**src/hw/rtl/tsavg_pkg.sv**
```systemverilog
// ----------------------------------------------------------------------------
// tsavg_pkg
// shared constants and control types for the ternary segment averager
// ----------------------------------------------------------------------------
package tsavg_pkg;

	// default parameter values
	localparam int MAX_RUN_DEF      = 1024;
	localparam int SAMPLE_WIDTH_DEF = 16;

	// fixed field widths
	localparam int ACCEL_W = 16;
	localparam int THR_W   = 15;
	localparam int CLS_W   = 2;
	localparam int MEAN_W  = 16;

	// threshold after reset: 0.4 g in q4.12
	localparam logic [THR_W-1:0] THR_RESET = 15'd1638;

	// per-axis class codes
	localparam logic [CLS_W-1:0] CLS_NEUTRAL = 2'd0;
	localparam logic [CLS_W-1:0] CLS_POS     = 2'd1;
	localparam logic [CLS_W-1:0] CLS_NEG     = 2'd2;

	// commands from the controller to the datapath
	typedef struct packed {
		logic take;    // capture the input transaction
		logic update;  // apply the item to the run state, start divide if needed
		logic put;     // load the output register
	} tsavg_cmd_t;

	// status from the datapath to the controller
	typedef struct packed {
		logic has_result;  // held item produces a result
		logic closes;      // held item closes the open run
		logic div_busy;    // divider lanes are running
		logic out_free;    // output register can take a new result
	} tsavg_sts_t;

endpackage

```
**src/hw/rtl/tsavg_div.sv**
```systemverilog
// ----------------------------------------------------------------------------
// tsavg_div
// bit-serial restoring divide of a signed run sum by the unsigned run count
// ----------------------------------------------------------------------------
module tsavg_div #(
	parameter int SUMW = 26,
	parameter int CNTW = 11
) (
	input  logic                   clk,
	input  logic                   arst_n,
	input  logic                   start,
	input  logic signed [SUMW-1:0] sum,
	input  logic [CNTW-1:0]        count,
	output logic                   busy,
	output logic signed [SUMW-1:0] quot
);

	localparam int STW = $clog2(SUMW + 1);

	logic [STW-1:0]  step_q;
	logic [SUMW-1:0] dvd_q;
	logic [CNTW-1:0] rem_q;
	logic [CNTW-1:0] dvs_q;
	logic            neg_q;

	logic [CNTW:0]   shifted;
	logic            ge;
	logic [CNTW:0]   diff;

	assign shifted = {rem_q, dvd_q[SUMW-1]};
	assign ge      = shifted >= {1'b0, dvs_q};
	assign diff    = shifted - {1'b0, dvs_q};
	assign busy    = step_q != '0;

	always_ff @(posedge clk or negedge arst_n) begin
		if (!arst_n) begin
			step_q <= '0;
		end else if (start) begin
			step_q <= STW'(SUMW);
		end else if (busy) begin
			step_q <= step_q - 1'b1;
		end
	end

	always_ff @(posedge clk) begin
		if (start) begin
			dvd_q <= sum[SUMW-1] ? (-sum) : sum;
			neg_q <= sum[SUMW-1];
			rem_q <= '0;
			dvs_q <= count;
		end else if (busy) begin
			dvd_q <= {dvd_q[SUMW-2:0], ge};
			rem_q <= ge ? diff[CNTW-1:0] : shifted[CNTW-1:0];
		end
	end

	// truncation toward zero: divide magnitudes, then restore the sign
	assign quot = neg_q ? -$signed(dvd_q) : $signed(dvd_q);

endmodule

```
**src/hw/rtl/tsavg_dp.sv**
```systemverilog
// ----------------------------------------------------------------------------
// tsavg_dp
// datapath: input capture, classification, run sums, divider lanes, output
// ----------------------------------------------------------------------------
module tsavg_dp #(
	parameter int MAX_RUN      = tsavg_pkg::MAX_RUN_DEF,
	parameter int SAMPLE_WIDTH = tsavg_pkg::SAMPLE_WIDTH_DEF
) (
	input  logic                                 clk,
	input  logic                                 arst_n,
	input  tsavg_pkg::tsavg_cmd_t                cmd,
	output tsavg_pkg::tsavg_sts_t                sts,
	input  logic                                 cfg_valid,
	input  logic [tsavg_pkg::THR_W-1:0]          cfg_data,
	input  logic                                 pressed,
	input  logic signed [tsavg_pkg::ACCEL_W-1:0] accel_x,
	input  logic signed [tsavg_pkg::ACCEL_W-1:0] accel_y,
	input  logic signed [tsavg_pkg::ACCEL_W-1:0] accel_z,
	input  logic                                 out_stall,
	output logic                                 out_valid,
	output logic [tsavg_pkg::CLS_W-1:0]          class_x,
	output logic [tsavg_pkg::CLS_W-1:0]          class_y,
	output logic [tsavg_pkg::CLS_W-1:0]          class_z,
	output logic                                 run_closed,
	output logic signed [tsavg_pkg::MEAN_W-1:0]  mean_x,
	output logic signed [tsavg_pkg::MEAN_W-1:0]  mean_y,
	output logic signed [tsavg_pkg::MEAN_W-1:0]  mean_z,
	output logic                                 gesture_end
);

	localparam int SW   = SAMPLE_WIDTH;
	localparam int AW   = tsavg_pkg::ACCEL_W;
	localparam int CLW  = tsavg_pkg::CLS_W;
	localparam int MW   = tsavg_pkg::MEAN_W;
	localparam int SUMW = SW + $clog2(MAX_RUN);
	localparam int CNTW = $clog2(MAX_RUN + 1);
	localparam int CW   = ((SW > AW) ? SW : AW) + 1;
	localparam int QW   = (SUMW > MW) ? SUMW : MW;

	// input capture
	logic          pressed_q;
	logic [AW-1:0] accel_q [3];

	// run state
	logic [3*CLW-1:0]      last_cls_q;
	logic signed [SUMW-1:0] sum_q [3];
	logic [CNTW-1:0]        cnt_q;
	logic                   active_q;
	logic [tsavg_pkg::THR_W-1:0] thr_q;

	// staged result fields
	logic [3*CLW-1:0] res_cls_q;
	logic             res_closed_q;
	logic             res_end_q;

	// output register
	logic                  out_valid_q;
	logic [CLW-1:0]        out_cls_q [3];
	logic                  out_closed_q;
	logic                  out_end_q;
	logic signed [MW-1:0]  out_mean_q [3];

	logic signed [SW-1:0]   smp [3];
	logic [SW+AW-1:0]       smp_ext [3];
	logic [CLW-1:0]         cls [3];
	logic [3*CLW-1:0]       cls_pk;
	logic signed [CW-1:0]   t_pos;
	logic signed [CW-1:0]   t_neg;
	logic signed [CW-1:0]   smp_c [3];
	logic signed [SUMW-1:0] quot [3];
	logic signed [QW-1:0]   quot_ext [3];
	logic                   div_busy [3];
	logic                   has_result;
	logic                   closes;
	logic                   div_start;

	assign t_pos = CW'({1'b0, thr_q});
	assign t_neg = -t_pos;

	always_comb begin
		for (int k = 0; k < 3; k++) begin
			// bits above the sample width are ignored
			smp_ext[k] = {{SW{1'b0}}, accel_q[k]};
			smp[k]     = $signed(smp_ext[k][SW-1:0]);
			smp_c[k]   = CW'(smp[k]);
			if (smp_c[k] > t_pos) begin
				cls[k] = tsavg_pkg::CLS_POS;
			end else if (smp_c[k] < t_neg) begin
				cls[k] = tsavg_pkg::CLS_NEG;
			end else begin
				cls[k] = tsavg_pkg::CLS_NEUTRAL;
			end
		end
	end

	assign cls_pk     = {cls[2], cls[1], cls[0]};
	assign has_result = pressed_q | active_q;
	assign closes     = !pressed_q | (cls_pk != last_cls_q);
	assign div_start  = cmd.update & has_result & closes;

	assign sts.has_result = has_result;
	assign sts.closes     = closes;
	assign sts.div_busy   = div_busy[0] | div_busy[1] | div_busy[2];
	assign sts.out_free   = !out_valid_q | !out_stall;

	always_ff @(posedge clk or negedge arst_n) begin
		if (!arst_n) begin
			thr_q <= tsavg_pkg::THR_RESET;
		end else if (cfg_valid) begin
			thr_q <= cfg_data;
		end
	end

	always_ff @(posedge clk) begin
		if (cmd.take) begin
			pressed_q  <= pressed;
			accel_q[0] <= accel_x;
			accel_q[1] <= accel_y;
			accel_q[2] <= accel_z;
		end
	end

	always_ff @(posedge clk or negedge arst_n) begin
		if (!arst_n) begin
			last_cls_q <= '0;
			cnt_q      <= CNTW'(1);
			active_q   <= 1'b0;
			for (int k = 0; k < 3; k++) begin
				sum_q[k] <= '0;
			end
		end else if (cmd.update && has_result) begin
			if (pressed_q) begin
				last_cls_q <= cls_pk;
				active_q   <= 1'b1;
				if (closes) begin
					cnt_q <= CNTW'(1);
					for (int k = 0; k < 3; k++) begin
						sum_q[k] <= SUMW'(smp[k]);
					end
				end else if (cnt_q < CNTW'(MAX_RUN)) begin
					cnt_q <= cnt_q + 1'b1;
					for (int k = 0; k < 3; k++) begin
						sum_q[k] <= sum_q[k] + SUMW'(smp[k]);
					end
				end
			end else begin
				// release: back to neutral class with a phantom zero sample
				last_cls_q <= '0;
				cnt_q      <= CNTW'(1);
				active_q   <= 1'b0;
				for (int k = 0; k < 3; k++) begin
					sum_q[k] <= '0;
				end
			end
		end
	end

	always_ff @(posedge clk) begin
		if (cmd.update && has_result) begin
			res_cls_q    <= cls_pk;
			res_closed_q <= closes;
			res_end_q    <= !pressed_q;
		end
	end

	for (genvar g = 0; g < 3; g++) begin : g_div
		tsavg_div #(
			.SUMW(SUMW),
			.CNTW(CNTW)
		) u_div (
			.clk   (clk),
			.arst_n(arst_n),
			.start (div_start),
			.sum   (sum_q[g]),
			.count (cnt_q),
			.busy  (div_busy[g]),
			.quot  (quot[g])
		);
		assign quot_ext[g] = QW'(quot[g]);
	end

	always_ff @(posedge clk or negedge arst_n) begin
		if (!arst_n) begin
			out_valid_q <= 1'b0;
		end else if (cmd.put) begin
			out_valid_q <= 1'b1;
		end else if (!out_stall) begin
			out_valid_q <= 1'b0;
		end
	end

	always_ff @(posedge clk) begin
		if (cmd.put) begin
			out_closed_q <= res_closed_q;
			out_end_q    <= res_end_q;
			for (int k = 0; k < 3; k++) begin
				out_cls_q[k]  <= res_cls_q[k*CLW +: CLW];
				out_mean_q[k] <= res_closed_q ? quot_ext[k][MW-1:0] : '0;
			end
		end
	end

	assign out_valid   = out_valid_q;
	assign class_x     = out_cls_q[0];
	assign class_y     = out_cls_q[1];
	assign class_z     = out_cls_q[2];
	assign run_closed  = out_closed_q;
	assign gesture_end = out_end_q;
	assign mean_x      = out_mean_q[0];
	assign mean_y      = out_mean_q[1];
	assign mean_z      = out_mean_q[2];

endmodule

```
**src/hw/rtl/tsavg_ctrl.sv**
```systemverilog
// ----------------------------------------------------------------------------
// tsavg_ctrl
// controller: sequences capture, run update, divide and output load
// ----------------------------------------------------------------------------
module tsavg_ctrl (
	input  logic                  clk,
	input  logic                  arst_n,
	input  logic                  in_valid,
	output logic                  in_stall,
	input  tsavg_pkg::tsavg_sts_t sts,
	output tsavg_pkg::tsavg_cmd_t cmd
);

	localparam logic [1:0] ST_IDLE = 2'd0;
	localparam logic [1:0] ST_EVAL = 2'd1;
	localparam logic [1:0] ST_DIV  = 2'd2;
	localparam logic [1:0] ST_PUT  = 2'd3;

	logic [1:0] state_q;
	logic [1:0] state_d;

	assign in_stall   = state_q != ST_IDLE;
	assign cmd.take   = (state_q == ST_IDLE) & in_valid;
	assign cmd.update = state_q == ST_EVAL;
	assign cmd.put    = (state_q == ST_PUT) & sts.out_free;

	always_comb begin
		state_d = state_q;
		case (state_q)
			ST_IDLE: begin
				if (in_valid) begin
					state_d = ST_EVAL;
				end
			end
			ST_EVAL: begin
				if (!sts.has_result) begin
					state_d = ST_IDLE;
				end else if (sts.closes) begin
					state_d = ST_DIV;
				end else begin
					state_d = ST_PUT;
				end
			end
			ST_DIV: begin
				if (!sts.div_busy) begin
					state_d = ST_PUT;
				end
			end
			ST_PUT: begin
				if (sts.out_free) begin
					state_d = ST_IDLE;
				end
			end
			default: begin
				state_d = ST_IDLE;
			end
		endcase
	end

	always_ff @(posedge clk or negedge arst_n) begin
		if (!arst_n) begin
			state_q <= ST_IDLE;
		end else begin
			state_q <= state_d;
		end
	end

endmodule

```
**src/hw/rtl/accel_ternary_segment_averager.sv**
```systemverilog
// ----------------------------------------------------------------------------
// accel_ternary_segment_averager
// ternary class runs over 3-axis acceleration with truncated run means
// ----------------------------------------------------------------------------
// While pressed is high, each axis of a q4.12 sample is classed positive
// (above threshold), negative (below -threshold) or neutral, and samples of
// an unchanged 3-axis class are summed into a run (count saturates at
// MAX_RUN). Every pressed transaction gives one result; a class change gives
// the finished run's mean, truncated toward zero. A release transaction
// while a gesture is active gives the release class and the open run's mean,
// then the run restarts neutral with one phantom zero sample. A release
// while idle gives nothing. One item is in work at a time: an item that
// continues a run passes through evaluate and output load; an item that
// closes a run or ends a gesture also waits for the bit-serial restoring
// divider, whose step count is SUMW = SAMPLE_WIDTH + clog2(MAX_RUN), three
// lanes sharing the run count as divisor and producing one quotient bit
// per cycle; a release while idle goes from evaluate straight back to idle.
// A finished result waits in the output register while the next item is
// taken. The threshold register is written through the cfg channel,
// which is always ready; write it only while the block is idle.
// ----------------------------------------------------------------------------
module accel_ternary_segment_averager #(
	parameter int MAX_RUN      = tsavg_pkg::MAX_RUN_DEF,
	parameter int SAMPLE_WIDTH = tsavg_pkg::SAMPLE_WIDTH_DEF
) (
	input  logic                                 clk,
	input  logic                                 arst_n,
	// configuration write channel
	input  logic                                 cfg_valid,
	output logic                                 cfg_ready,
	input  logic [tsavg_pkg::THR_W-1:0]          cfg_data,
	// input channel
	input  logic                                 in_valid,
	output logic                                 in_stall,
	input  logic                                 pressed,
	input  logic signed [tsavg_pkg::ACCEL_W-1:0] accel_x,
	input  logic signed [tsavg_pkg::ACCEL_W-1:0] accel_y,
	input  logic signed [tsavg_pkg::ACCEL_W-1:0] accel_z,
	// result channel
	output logic                                 out_valid,
	input  logic                                 out_stall,
	output logic [tsavg_pkg::CLS_W-1:0]          class_x,
	output logic [tsavg_pkg::CLS_W-1:0]          class_y,
	output logic [tsavg_pkg::CLS_W-1:0]          class_z,
	output logic                                 run_closed,
	output logic signed [tsavg_pkg::MEAN_W-1:0]  mean_x,
	output logic signed [tsavg_pkg::MEAN_W-1:0]  mean_y,
	output logic signed [tsavg_pkg::MEAN_W-1:0]  mean_z,
	output logic                                 gesture_end
);

	tsavg_pkg::tsavg_cmd_t cmd;
	tsavg_pkg::tsavg_sts_t sts;

	// users change the register only while idle, unenforced; writes never wait
	assign cfg_ready = 1'b1;

	// sequencer: idle, evaluate, divide, output load
	tsavg_ctrl u_ctrl (
		.clk     (clk),
		.arst_n  (arst_n),
		.in_valid(in_valid),
		.in_stall(in_stall),
		.sts     (sts),
		.cmd     (cmd)
	);

	// classification, run state, divider lanes and output register
	tsavg_dp #(
		.MAX_RUN     (MAX_RUN),
		.SAMPLE_WIDTH(SAMPLE_WIDTH)
	) u_dp (
		.clk        (clk),
		.arst_n     (arst_n),
		.cmd        (cmd),
		.sts        (sts),
		.cfg_valid  (cfg_valid & cfg_ready),
		.cfg_data   (cfg_data),
		.pressed    (pressed),
		.accel_x    (accel_x),
		.accel_y    (accel_y),
		.accel_z    (accel_z),
		.out_stall  (out_stall),
		.out_valid  (out_valid),
		.class_x    (class_x),
		.class_y    (class_y),
		.class_z    (class_z),
		.run_closed (run_closed),
		.mean_x     (mean_x),
		.mean_y     (mean_y),
		.mean_z     (mean_z),
		.gesture_end(gesture_end)
	);

`ifndef SYNTH
	// one item at a time: an accepted transaction blocks the next cycle
	a_busy_after_accept: assert property (@(posedge clk) disable iff (!arst_n)
		(in_valid && !in_stall) |=> in_stall)
		else $error("input taken again right after an accept");

	// the divider never runs while the input side is open
	a_div_stalls_input: assert property (@(posedge clk) disable iff (!arst_n)
		sts.div_busy |-> in_stall)
		else $error("divider busy while input not stalled");

	// a new result never overwrites one that is still held
	a_no_overwrite: assert property (@(posedge clk) disable iff (!arst_n)
		cmd.put |-> !(out_valid && out_stall))
		else $error("output register loaded while stalled");

	// gesture end always closes a run, and an open run reports zero means
	a_result_fields: assert property (@(posedge clk) disable iff (!arst_n)
		out_valid |-> ((!gesture_end || run_closed) &&
			(run_closed || (mean_x == '0 && mean_y == '0 && mean_z == '0))))
		else $error("inconsistent result flags or means");
`endif

endmodule
```
**config.mk**
```make
export PLATFORM = sky130hd
export DESIGN_NAME = accel_ternary_segment_averager
export DESIGN_NICKNAME = d
export VERILOG_FILES = /design/src/hw/rtl/tsavg_pkg.sv /design/src/hw/rtl/tsavg_div.sv /design/src/hw/rtl/tsavg_dp.sv /design/src/hw/rtl/tsavg_ctrl.sv /design/src/hw/rtl/accel_ternary_segment_averager.sv
export SDC_FILE = /design/constraint.sdc
export NUM_CORES = 1
export LEC_CHECK = 0
export BUFFER_PORTS_ARGS = -buffer_cell sky130_fd_sc_hd__buf_4
export CORE_MARGIN = 8
export CORE_UTILIZATION = 45
export CTS_CLUSTER_SIZE = 8
export DETAILED_ROUTE_END_ITERATION = 8
export HOLD_SLACK_MARGIN = 0.06
export SYNTH_ARGS = -nofsm -noshare
export SYNTH_HDL_FRONTEND = slang
export SYNTH_SLANG_ARGS = --single-unit
```
**constraint.sdc**
```tcl
create_clock -name clk -period 6.5 [get_ports clk]
set_clock_uncertainty 0.1 [all_clocks]
set_input_delay 0.65 -clock clk [delete_from_list [all_inputs] [get_ports clk]]
set_output_delay 0.65 -clock clk [all_outputs]
set_load 0.01 [all_outputs]
```
==> results of run 1 <==
-- layout by cell type, fill, tap and decap left out, types with 54 or more instances in the layout --
master | netlist | layout
a21oi_1 | 116 | 115
buf_4 | 5 | 154
dfrtp_1 | 122 | 122
edfxtp_1 | 205 | 205
ha_1 | 209 | 209
inv_1 | 107 | 107
mux2i_1 | 90 | 90
nand2_1 | 181 | 181
nor2_1 | 157 | 156
nor3_1 | 54 | 54
o21ai_0 | 152 | 152
o2bb2ai_1 | 70 | 70
xnor2_1 | 164 | 164
-- power by group --
group / total (mW) / switching [mW] / internal, mW
logic: 6.71 / 3.55 / 3.16
registers: 4.61 / 1.03 / 3.58
clock network: 2.53 / 1.01 / 1.52
total: 13.8 / 5.59 / 8.25
-- per-layer routing --
layer	GRT usage, %	up-vias	share of wire (%)
met5	0	-	0
met1	27.4	8918	47
met4	6.68	0	3.1
li1	-	9366	-
met3	3.58	105	4.7
met2	31.8	404	45
-- flip-flops by register name, indices dropped and copies added (netlist names), 3 cells and up, named ones only --
name / count
u_dp.g_div.u_div.rem_q: 33
u_dp.out_cls_q: 6
u_dp.g_div.u_div.dvd_q: 78
u_dp.thr_q: 15
u_dp.out_mean_q: 48
u_dp.g_div.u_div.dvs_q: 11
u_dp.last_cls_q: 6
u_dp.accel_q: 48
u_dp.g_div.u_div.neg_q: 3
u_dp.g_div.u_div.step_q: 15
u_dp.sum_q: 78
u_dp.cnt_q: 11
u_dp.res_cls_q: 6
-- kinds of logic after synthesis --
logic type,count (synthesis)
AOI/OAI and AO/OA,628
xor gates and xnor gates,197
adders and majority gates,215
buffers and inverters,192
DFF,367
muxes,161
other,1
and+or+nand+nor,670
-- through the flow --
step	util [%]	instance area [um^2]	hold WS [ns]
global route	51.6	27900	0.102
detailed placement	48.8	26400	0.309
finish	51.6	27900	0.133
CTS	51.6	27900	0.0960
floorplan	-	24600	0.254
global placement	48.8	26400	0.308
-- timing repair --
item / in CTS / in global routing
buffers inserted: 0 / 0
setup endpoints to repair: 0 / 0
hold endpoints to repair: 65 / 0
hold buffers: 1 / 0
-- worst max-delay path: stages (launching register included) --
cell	delay (ns)
dfstp_2	0.54
inv_1	0.10
ha_1	0.27
nor2b_1	0.17
nand2_1	0.18
nor2_1	0.08
xnor2_1	0.39
ha_1	0.35
a211oi_1	0.24
nand2_1	0.11
or4b_2	0.65
a21oi_1	0.16
o21ai_1	0.16
a2111o_1	0.47
o211ai_1	0.19
nor4_4	0.11
inv_2	0.11
nand2_1	0.10
inv_4	0.30
buf_4	0.33
mux2_2	0.37
-- final timing paths --
kind / end / cells past startpoint / startpoint
setup / recovery: u_dp.g_div[2].u_div.dvd_q[14] / 20 / u_dp.thr_q[1]
hold / removal: u_dp.accel_q[0][15] / 1 / accel_x[15]
setup reg to reg: u_dp.g_div[2].u_div.dvd_q[14] / 20 / u_dp.thr_q[1]
hold reg to reg: u_dp.gesture_end / 0 / u_dp.res_end_q
max in group asynchronous: u_dp.sum_q[15] / 3 / arst_n
min in group asynchronous: u_dp.sum_q[62] / 2 / arst_n
-- cell type report --
class                   count  share of cell area [%]
multi-input cells        1872                    49.6
flip-flops and latches    367                    36.0
clock inverters             3                  0.0808
repair buffers            158                    4.37
well taps                 696                    3.12
clock buffers              95                    5.32
inverters                 109                    1.48
==> flow_results.org, run 1 <==
** Status
- Status :: finished, final reports clean

** Power
- The worst-case IR drop observed on VDD is 0.219 mV.
- Total power after layout :: 13.8 mW
- Summed over all cells, the static leakage comes to 11.4 nW.
- Total power per unit cell area :: 497 mW/mm^2

** Route
- For this block, the routed nets add up to 63.8 mm of wire.
- The detailed router finished its first iteration with 1061 violations.
- Detailed-router iteration count before antenna repair :: 7
- Average wire per cell in the routed design :: 19.3 um
- Drt drc :: 0
- Vias :: 18800
- Avg Vias per Cell :: 5.69
- Number of routed nets with antenna violations :: 0

** Setup path
- Worst Path Required :: 6.73 ns
- By startpoint and endpoint, the worst setup path is classified as register to register.
- Kind of start point of the critical path :: register
- Crit path DAT :: 6.00 ns
- Crit. End Element :: register
- Critical path fanouts, max :: 20
- The worst register-to-register path has a setup slack of 0.73 ns.

** STA
- For the pin with the worst max-slew slack, the measured transition is 1.21 ns.
- Unrepaired setup endpoints after global routing :: false
- Setup violations remaining at the end of the flow were counted as 0.
- The final critical path takes up 88.8% of the cycle.
- Total count of max-transition violations in the final report :: 0
- Setup TNS Final :: 0 ns
- Tmin final :: 5.77 ns
- Count of final hold-check violations :: 0
- For this run, the top clock speed supported by timing is 173 MHz.
- Min setup slack post-route :: 0.728 ns
- Headroom to the max-slew limit :: 18.0%

** Clocking
- Total CTS buffers :: 52
- The tree is rooted in a clkbuf_16.
- After clock tree synthesis, the clock-pin slew on the worst setup and hold paths is 0.06 ns.
- H-tree Lvls :: 2
- TritonCTS built the clock tree.
- After clock tree synthesis, the repair step resized 0 gates.
- Clock tree synthesis found a total of 367 sinks.
- The clock passes through at most 3 buffers.
- For the worst-skew pair, the clock arrives at the later sink with an insertion delay of 0.59 ns.

** Yosys
- Count of flip-flops with a built-in enable after synthesis :: 205
- After synthesis, the largest family of logic cells by area is compound AO/OA/AOI/OAI gates.
- In this run, synthesis produced a sequential element count of 367.
- Summed over all instances, the cell type with the most area after synthesis is edfxtp_1.
- Synthesized-area fraction occupied by and/or/nand/nor cells :: 13.6%
- Synth cell types :: 82
- Most common library cells after synthesis :: ha_1 (209), edfxtp_1 (205), nand2_1 (181)
- Among all cell types in the netlist, the one instantiated most often is ha_1.
- The cell area that synthesis handed to floorplanning was 0.0246 mm^2.
- Of the total synthesized cell area, the portion taken by full adders, half adders and majority gates is 11.1%.
- Among all flip-flop cells after synthesis, the most frequent one is edfxtp_1.
- The cell count after synthesis came out at 2431.
- Mux cell area share after synthesis :: 6.90%
- Synth Area in Compound Gates :: 17.3%
- Sequential area share after synthesis :: 40.8%
- In the synthesized netlist the async set-or-reset flop fraction comes to 35.1%.
- In this run the mean area of a mapped cell was 10.1 um^2.
- Synth top area share :: 25.0%
- Net count after synthesis :: 2715
- Yosys printed 0 warnings.
- Of the total synthesized cell area, the portion taken by XOR and XNOR cells is 7.03%.
- Synth top area cells :: edfxtp_1 (25%), dfrtp_1 (12%), ha_1 (11%)

** Cells and area
- Combined flip-flop and latch cell area :: 0.0101 mm^2
- From synthesis to final layout, the design area changed by 13.2%.
- The net count of the finished layout is 2844.
- Fill cells in the final layout number 4854.
- Share of layout cells above drive strength 1 :: 10.7%
- Antenna fix cells :: 0
- In the final layout, the multi-input gates occupy 0.0138 mm^2.
- Once layout is complete, the cells apart from fillers number 3300.

** Floorplanning
- Floorplan die height :: 250 um
- In this run the core area contains 85 standard-cell rows.
- Pin placement for this block handled 128 I/O pins.
- Starting density of the core :: 45.6%
- Width of the die :: 250 um
- Die area :: 0.0625 mm^2
- The total area inside the core boundary comes to 0.0540 mm^2.

** Placed design
- Detailed placement finished with a half-perimeter wire length of 47.5 mm.
- Counting tap cells, the placed design contains a total of 3201 instances.
- Buffers placed on the I/O ports in this run total 126.
- At the placement stage, the worst setup path has a slack of 0.776 ns.
- Routability-driven placement finished with a final weighted congestion of 0.891.

** Job
- Total of max-cap violations :: 0

** Worst hold path
- Min-delay worst type :: input pin to register

** GRT
- Global-route congestion overflow total :: 0
- The number of global-route vias before repair is 18600.
- The initial antenna violation count came to 0.
- For this run, the total global-route usage over all layers was measured as 20.0%.
- Global-route wire length before repair :: 102 mm
- Entering global routing, the biggest net connects 77 pins.
No activity file was read; power rests on OpenSTA's default activity.
==> run 2: changes to the inputs <==
--- a/config.mk
+++ b/config.mk
@@ -6,11 +6,14 @@
 export NUM_CORES = 1
 export LEC_CHECK = 0
 export BUFFER_PORTS_ARGS = -buffer_cell sky130_fd_sc_hd__buf_4
+export CELL_PAD_IN_SITES_DETAIL_PLACEMENT = 2
+export CELL_PAD_IN_SITES_GLOBAL_PLACEMENT = 2
 export CORE_MARGIN = 8
-export CORE_UTILIZATION = 45
+export CORE_UTILIZATION = 41
 export CTS_CLUSTER_SIZE = 8
 export DETAILED_ROUTE_END_ITERATION = 8
 export HOLD_SLACK_MARGIN = 0.06
+export PLACE_DENSITY_LB_ADDON = 0.1
 export SYNTH_ARGS = -nofsm -noshare
 export SYNTH_HDL_FRONTEND = slang
 export SYNTH_SLANG_ARGS = --single-unit
==> run 2 against run 1 <==
Via count grew 6.5%. Sequential power up 2%. Clock-buffer cell count grew 2. Non-clock buffer count up 3. Clock power is 4% higher. Critical endpoint is now u_dp.g_div[2].u_div.dvd_q[16]. Routed wire length increased by 29%.
==> flow_results.org, run 2 (synthesized netlist as in run 1, its figures left out) <==
** Status
- The run finished with clean final reports.

** GRT
- The number of global-route vias before repair came to 22500 (+21%).
- Total GRT Usage :: 24.0% (+4.0 points)
- The global routing usage on met3 was 2.92% (-0.66 points).
- Met2 Track Usage GR :: 43.1% (+11 points)
- The fraction of met1 tracks used by global routing was 29.7% (+2.3 points).
- The initial antenna violation count is 2 (+2).
- Busiest layer in global routing :: met2
- Global-route congestion overflow total :: 0 (unchanged)
- The maximum number of pins on one net before global-route repair is 77 (unchanged).
- The wire length of the first global-routing pass came to 129 mm (+26%).

** Route
- The first-pass iteration count of the detailed router is 5 (-2).
- DRT iter0 DRCs :: 1056 (-0.47%)
- The final antenna-violating net count is 0 (unchanged).
- The total length of routed wires came to 82.0 mm (+29%).
- The average wire per standard cell is 24.2 um (+25%).
- Avg Vias per Cell :: 5.91 (+3.7%)
- Drt drc :: 0 (unchanged)
- The number of vias after detailed routing came to 20000 (+6.5%).

** Power
- Internal cell power :: 8.33 mW (+0.91%)
- The maximum vdd drop is 0.219 mV (-0.15%).
- Comb pwr share :: 49.6% (+1.2 points)
- Total power per unit cell area :: 518 mW/mm^2 (+4.2%)
- Clock power frac :: 18.1% (-0.2 points)
- The relative contribution of sequential cells to total power was 32.3% (-1.0 points).
- The net switching fraction of the power is 42.7% (+2.3 points).
- P_leak :: 11.4 nW (+0.28%)
- Total power after layout :: 14.5 mW (+4.9%)
- The reported net switching power is 6.20 mW (+11%).

** Clocking
- The clock-pin slew on the worst setup and hold paths was 0.05 ns (about the same).
- Insertion delay of the later-clocked pin in the worst-skew pair :: 0.60 ns (about the same)
- Number of buffers on the longest clock path :: 3 (unchanged)
- CTS sink cnt :: 367 (unchanged)
- Total setup buffers inserted after CTS :: 0 (unchanged)
- The CTS buffer count came to 52 (unchanged).
- CTS tree :: built
- In this run the clock root is driven by a clkbuf_16.
- H-tree Lvls :: 2 (unchanged)

** Floorplanning
- The total I/O pin count is 128 (unchanged).
- Starting density of the core :: 41.1% (-4.5 points)
- The die height is 261 um (+4.5%).
- Width of the die :: 261 um (+4.5%)
- Die area :: 0.0682 mm^2 (+9.1%)
- Row cnt :: 90 (+5.9%)
- Core Box Area :: 0.0599 mm^2 (+11%)

** STA
- Maximum frequency from static timing analysis :: 168 MHz (-3.0%)
- Unrepaired setup endpoints after global routing :: false
- The actual transition at the worst max-transition pin came to 1.21 ns (-0.00254 ns).
- The sum of negative setup slack is 0 ns (unchanged).
- The final number of max-transition violations was 0 (unchanged).
- The worst-case headroom to the max-slew limit was 18.2% (+0.17 points).
- Count of endpoints failing setup in the final report :: 0 (unchanged)
- The post-layout minimum cycle time was 5.95 ns (+0.181 ns).
- Final worst path period share :: 91.6% (+2.8 points)
- Count of final hold-check violations :: 0 (unchanged)

** Setup path
- The top fanout value on the critical path came to 29 (+45%).
- Crit. End Element :: register
- The worst endpoint data arrival time was 6.19 ns (+0.19 ns).
- The worst setup path is of the register to register kind.
- The worst setup path is launched from a register.
- Worst Path Required :: 6.73 ns (about the same)
- Setup slack of the worst register-to-register path :: 0.55 ns (-0.18 ns)

** Placed design
- PortBufs :: 126 (unchanged)
- DP Wirelength :: 61.1 mm (+29%)
- The routability-driven placement congestion ratio came to 0.873 (-2.0%).
- The number of placed instances with taps included came to 3290 (+2.8%).

** Worst hold path
- Min-delay worst type :: input pin to register

** Cells and area
- Final Non-Filler Cells :: 3390 (+2.7%)
- Compared with the post-synthesis result, the final layout area differs by 13.9%.
- Net count, final :: 2847 (+0.11%)
- Top flop regs :: u_dp.g_div.u_div.dvd_q: 78 flops, u_dp.sum_q: 78 flops
- Leaving out fill and tap cells, the most frequent cell in the layout is ha_1.
- Leaving out fill and tap cells, the most frequent cells in the layout are ha_1 (209), edfxtp_1 (205), nand2_1 (181).
- Share of layout cells above drive strength 1 :: 10.8% (+0.10 points)

** Job
- The number of maximum-capacitance constraint violations was 0 (unchanged).
-- run 2: layer usage --
metal / part of all wire (%) / wire length, um
met1: 44 / 35800
met2: 50 / 41300
met3: 3.2 / 2600
met4: 2.8 / 2310
met5: 0.018 / 15
-- run 2: critical path, stage by stage, from the launching register on --
cell	delay [ns]
dfstp_2	0.40
nor4_2	0.55
nand3_1	0.24
nor4_1	0.58
ha_1	0.36
and4_1	0.23
a221o_1	0.36
a41o_1	0.20
a31oi_1	0.18
mux2_2	0.42
mux2_1	0.38
nor4_4	0.39
inv_2	0.07
nand2_1	0.12
buf_4	0.39
nand2_1	0.37
buf_4	0.34
-- run 2: layout make-up --
cell class	count	area, um^2
Fill cell	6277	31800
Multi-Input combinational cell	1872	13800
Sequential cell	367	10100
Clock buffer	97	1520
Timing Repair Buffer	161	1250
Tap cell	782	978
Inverter	109	412
Clock inverter	1	16.3
Antenna cell	1	2.50
-- run 2: what timing repair did --
item,4_1_cts,5_1_grt
endpoints found under the hold margin,62,0
hold buffers,1,0
gates resized for setup,0,0
-- run 2: power groups by stage --
stage          clock, mW  sequential (mW)  combinational (mW)
2_1_floorplan          0             4.26                5.28
3_3_place_gp           0             4.62                6.67
3_5_place_dp           0             4.70                7.15
4_1_cts             2.69             4.68                7.29
5_1_grt             2.75             4.80                8.01
6_report            2.63             4.69                7.20
-- run 2: per-stage QoR --
stage | area, um^2 | hold WS [ns] | worst slack (ns) | utilization, %
global route | 28100 | 0.114 | 0.186 | 46.8
finish | 28100 | 0.132 | 0.547 | 46.9
detailed placement | 26500 | 0.315 | 0.583 | 44.3
CTS | 28100 | 0.0955 | 0.548 | 46.8
floorplan | 24600 | 0.254 | 1.17 | -
global placement | 26500 | 0.301 | 0.780 | 44.3
-- run 2: worst paths after layout --
check,startpoint,endpoint,depth (start not counted)
max,u_dp.thr_q[10],u_dp.g_div[2].u_div.dvd_q[16],16
min reg2reg,u_dp.res_cls_q[2],u_dp.out_cls_q[0][2],0
max in group asynchronous,arst_n,u_dp.cnt_q[10],3
min,accel_y[15],u_dp.accel_q[0][31],1
min in group asynchronous,arst_n,u_dp.sum_q[58],2
max reg2reg,u_dp.thr_q[10],u_dp.g_div[2].u_div.dvd_q[16],16
==> run 3: changes to the inputs <==
--- a/config.mk
+++ b/config.mk
@@ -5,7 +5,7 @@
 export SDC_FILE = /design/constraint.sdc
 export NUM_CORES = 1
 export LEC_CHECK = 0
-export BUFFER_PORTS_ARGS = -buffer_cell sky130_fd_sc_hd__buf_4
+export BUFFER_PORTS_ARGS = -buffer_cell sky130_fd_sc_hd__buf_2
 export CELL_PAD_IN_SITES_DETAIL_PLACEMENT = 2
 export CELL_PAD_IN_SITES_GLOBAL_PLACEMENT = 2
 export CORE_MARGIN = 8
==> run 3 against run 2 <==
Flip-flop and latch count did not move. Design area fell by 1.2%. Cell count barely moved. Critical path type unchanged. Critical endpoint is now u_dp.g_div[0].u_div.dvd_q[11]. Largest power group unchanged.
==> flow_results.org, run 3 (synthesized netlist as in run 1, its figures left out) <==
** Status
- Status :: finished, final reports clean

** GRT
- The wire length of the first global-routing pass came to 127 mm (-1.6%).
- Antenna violations before repair :: 4 (+2)
- The maximum number of pins on one net before global-route repair came to 77 (unchanged).
- The total congestion overflow came to 0 (unchanged).
- The global routing usage summed across all routing layers was 23.5% (-0.45 points).
- Number of global-route vias before repair :: 22200 (-1.1%)

** Route
- The first-pass iteration count of the detailed router came to 4 (-1).
- DRT iter0 DRCs :: 969 (-8.2%)
- The final antenna-violating net count is 0 (unchanged).
- Vias :: 20000 (-0.25%)
- The average wire per standard cell was 23.8 um (-1.6%).
- Drt drc :: 0 (unchanged)
- The post-detailed-route via-to-cell ratio came to 5.90 (-0.17%).
- Aggregate routed wire length :: 80.7 mm (-1.6%)

** Placed design
- The port buffer count came to 126 (unchanged).
- The routability-driven placement congestion ratio was 0.887 (+1.7%).
- Place WS :: 0.654 ns (+0.0703 ns)
- The HPWL after detailed placement is 61.1 mm (about the same).

** Floorplanning
- Width of the die :: 261 um (unchanged)
- The effective utilization at floorplan is 41.1% (unchanged).
- The die height was 261 um (unchanged).
- The placeable core region is 0.0599 mm^2 (unchanged).
- The full die area was 0.0682 mm^2 (unchanged).
- I/O pin count :: 128 (unchanged)
- Row cnt :: 90 (unchanged)

** Setup path
- The top fanout value on the critical path was 40 (+38%).
- The most critical setup path has its startpoint at u_dp.thr_q[1].
- The worst setup path is launched from a register.
- By startpoint and endpoint, the worst setup path is classified as register to register.
- Crit. End Element :: register
- The setup slack of the most critical reg-to-reg path is 0.63 ns (+0.08 ns).
- The worst register-to-register path begins at u_dp.thr_q[1].
- In this run the critical register-to-register path is captured at u_dp.g_div[0].u_div.dvd_q[11].
- Cells on worst reg2reg path :: 20 (+4)
- The required time of the worst setup path was 6.74 ns (about the same).
- Destination of the critical timing path :: u_dp.g_div[0].u_div.dvd_q[11]
- Crit path DAT :: 6.11 ns (-0.08 ns)

** Cells and area
- The total area of sequential cells was 0.0101 mm^2 (unchanged).
- Share of layout cells above drive strength 1 :: 10.8% (-0.030 points)
- The multi-input logic area came to 0.0138 mm^2 (unchanged).
- Most common library cell in the layout ignoring fill and taps :: ha_1
- Leaving out fill and tap cells, the most frequent cells in the layout are ha_1 (209), edfxtp_1 (205), nand2_1 (181).
- Number of fillers in the final layout :: 6252 (-0.40%)
- Area overhead of the layout relative to synthesis :: 12.5%
- The total inserted antenna cells came to 0 (-1).
- Net count, final :: 2846 (-0.035%)
- Top flop regs :: u_dp.g_div.u_div.dvd_q: 78 flops, u_dp.sum_q: 78 flops

** STA
- The post-route worst setup slack was 0.626 ns (+0.0792 ns).
- Count of final hold-check violations :: 0 (unchanged)
- The final number of max-transition violations was 0 (unchanged).
- Setup TNS Final :: 0 ns (unchanged)
- Final worst path period share :: 90.4% (-1.2 points)
- The worst-case headroom to the max-slew limit was 21.0% (+2.8 points).
- The number of setup violations in the final report was 0 (unchanged).
- Unrepaired setup endpoints after global routing :: false
- Min Hold Slack :: 0.135 ns (+0.00315 ns)
- Maximum frequency from static timing analysis :: 170 MHz (+1.3%)
- Tmin final :: 5.87 ns (-0.0792 ns)
- Slew of the pin with the lowest slew margin :: 1.18 ns (-0.0259 ns)

** Clocking
- CTS tree :: built
- Number of buffers on the longest clock path :: 3 (unchanged)
- H-tree Lvls :: 2 (unchanged)
- CTS sink cnt :: 367 (unchanged)
- The total of cells resized after clock tree synthesis was 0 (unchanged).
- Total CTS buffers :: 52 (unchanged)
- CTS root buf :: clkbuf_16
- Total setup buffers inserted after CTS :: 0 (unchanged)
- Insertion delay of the later-clocked pin in the worst-skew pair :: 0.61 ns (about the same)
- The clock-pin slew on the worst setup and hold paths came to 0.06 ns (about the same).

** Power
- P_leak :: 11.3 nW (-1.1%)
- Total power per unit cell area :: 519 mW/mm^2 (+0.25%)
- Worst IR Drop VDD :: 0.225 mV (+2.9%)

** Job
- Total of max-cap violations :: 0 (unchanged)

** Worst hold path
- Min-delay worst type :: input pin to register
run 3: changes by cell type in the layout (fill, tap and decap cells not counted), sizes merged:
cell | before | now
clkbuf | 97 | 94
buf | 160 | 159
clkinv | 1 | 2
diode | 1 | 0
inv | 109 | 110
run 3: what timing repair did:
item | 4_1_cts | 5_1_grt
endpoints found under the setup margin | 0 | 0
hold endpoints to repair | 59 | 0
hold buffers | 1 | 0
run 3: worst min-delay path by stage:
| stage | from | end | slack, ns | depth (start not counted) |
|---|---|---|---|---|
| 2_1_floorplan | arst_n | asynchronous set/reset pin | 0.25 | 0 |
| 3_3_place_gp | u_dp.res_cls_q[4] | u_dp.out_cls_q[0][4] | 0.30 | 0 |
| 3_5_place_dp | u_dp.res_cls_q[2] | u_dp.out_cls_q[0][2] | 0.32 | 0 |
| 4_1_cts | accel_x[12] | u_dp.accel_q[0][12] | 0.1 | 1 |
| 5_1_grt | accel_z[4] | u_dp.accel_q[0][36] | 0.12 | 1 |
| 6_report | accel_y[4] | u_dp.accel_q[0][20] | 0.13 | 1 |
run 3: per-stage QoR:
step / std cells / total power, mW / utilization, % / area (um^2)
final: 3387 / 14.4 / 46.3 / 27700
after global routing: 3387 / 15.4 / 46.3 / 27700
after CTS: 3387 / 14.5 / 46.3 / 27700
after detailed placement: 3289 / 11.8 / 43.7 / 26200
after global placement: 3289 / 11.3 / 43.7 / 26200
after floorplan: 2431 / 9.53 / - / 24600
run 3: per-layer routing:
layer	track usage (%)	vias to the layer above	share of wire (%)	wire length, um
met5	0	-	0.016	13
met2	41.2	386	49	39800
met4	7.72	2	2.9	2350
met3	3.01	150	3.8	3090
met1	29.8	10100	44	35400
li1	-	9334	-	-
run 3: critical path, cell delays in order, from the launching register on:
cell and delay, ns:
dfstp_2 0.54, inv_1 0.10, ha_1 0.27, nor2b_1 0.17
nand2_1 0.19, nor2_1 0.08, xnor2_1 0.31, ha_1 0.33
a211oi_1 0.23, nand2_1 0.10, or4b_2 0.65, a21oi_1 0.25
o21ai_1 0.21, a2111o_1 0.47, o211ai_1 0.20, nor4_4 0.11
inv_2 0.07, nand2_1 0.10, inv_4 0.44, buf_12 0.29
mux2_1 0.37
run 3: where the power goes:
group	internal [mW]	leakage [nW]	switching, mW
sequential	3.58	3.91	1.10
combinational	3.16	6.68	3.97
clock	1.51	0.712	1.06
total	8.24	11.3	6.14
run 3: cell type report:
cell class	instances	share of cell area, %
clock buffer	94	5.30
clock inverter	3	0.108
inverter	109	1.49
multi-input combinational	1872	49.9
sequential	367	36.3
tap	782	3.53
timing repair buffer	160	3.41
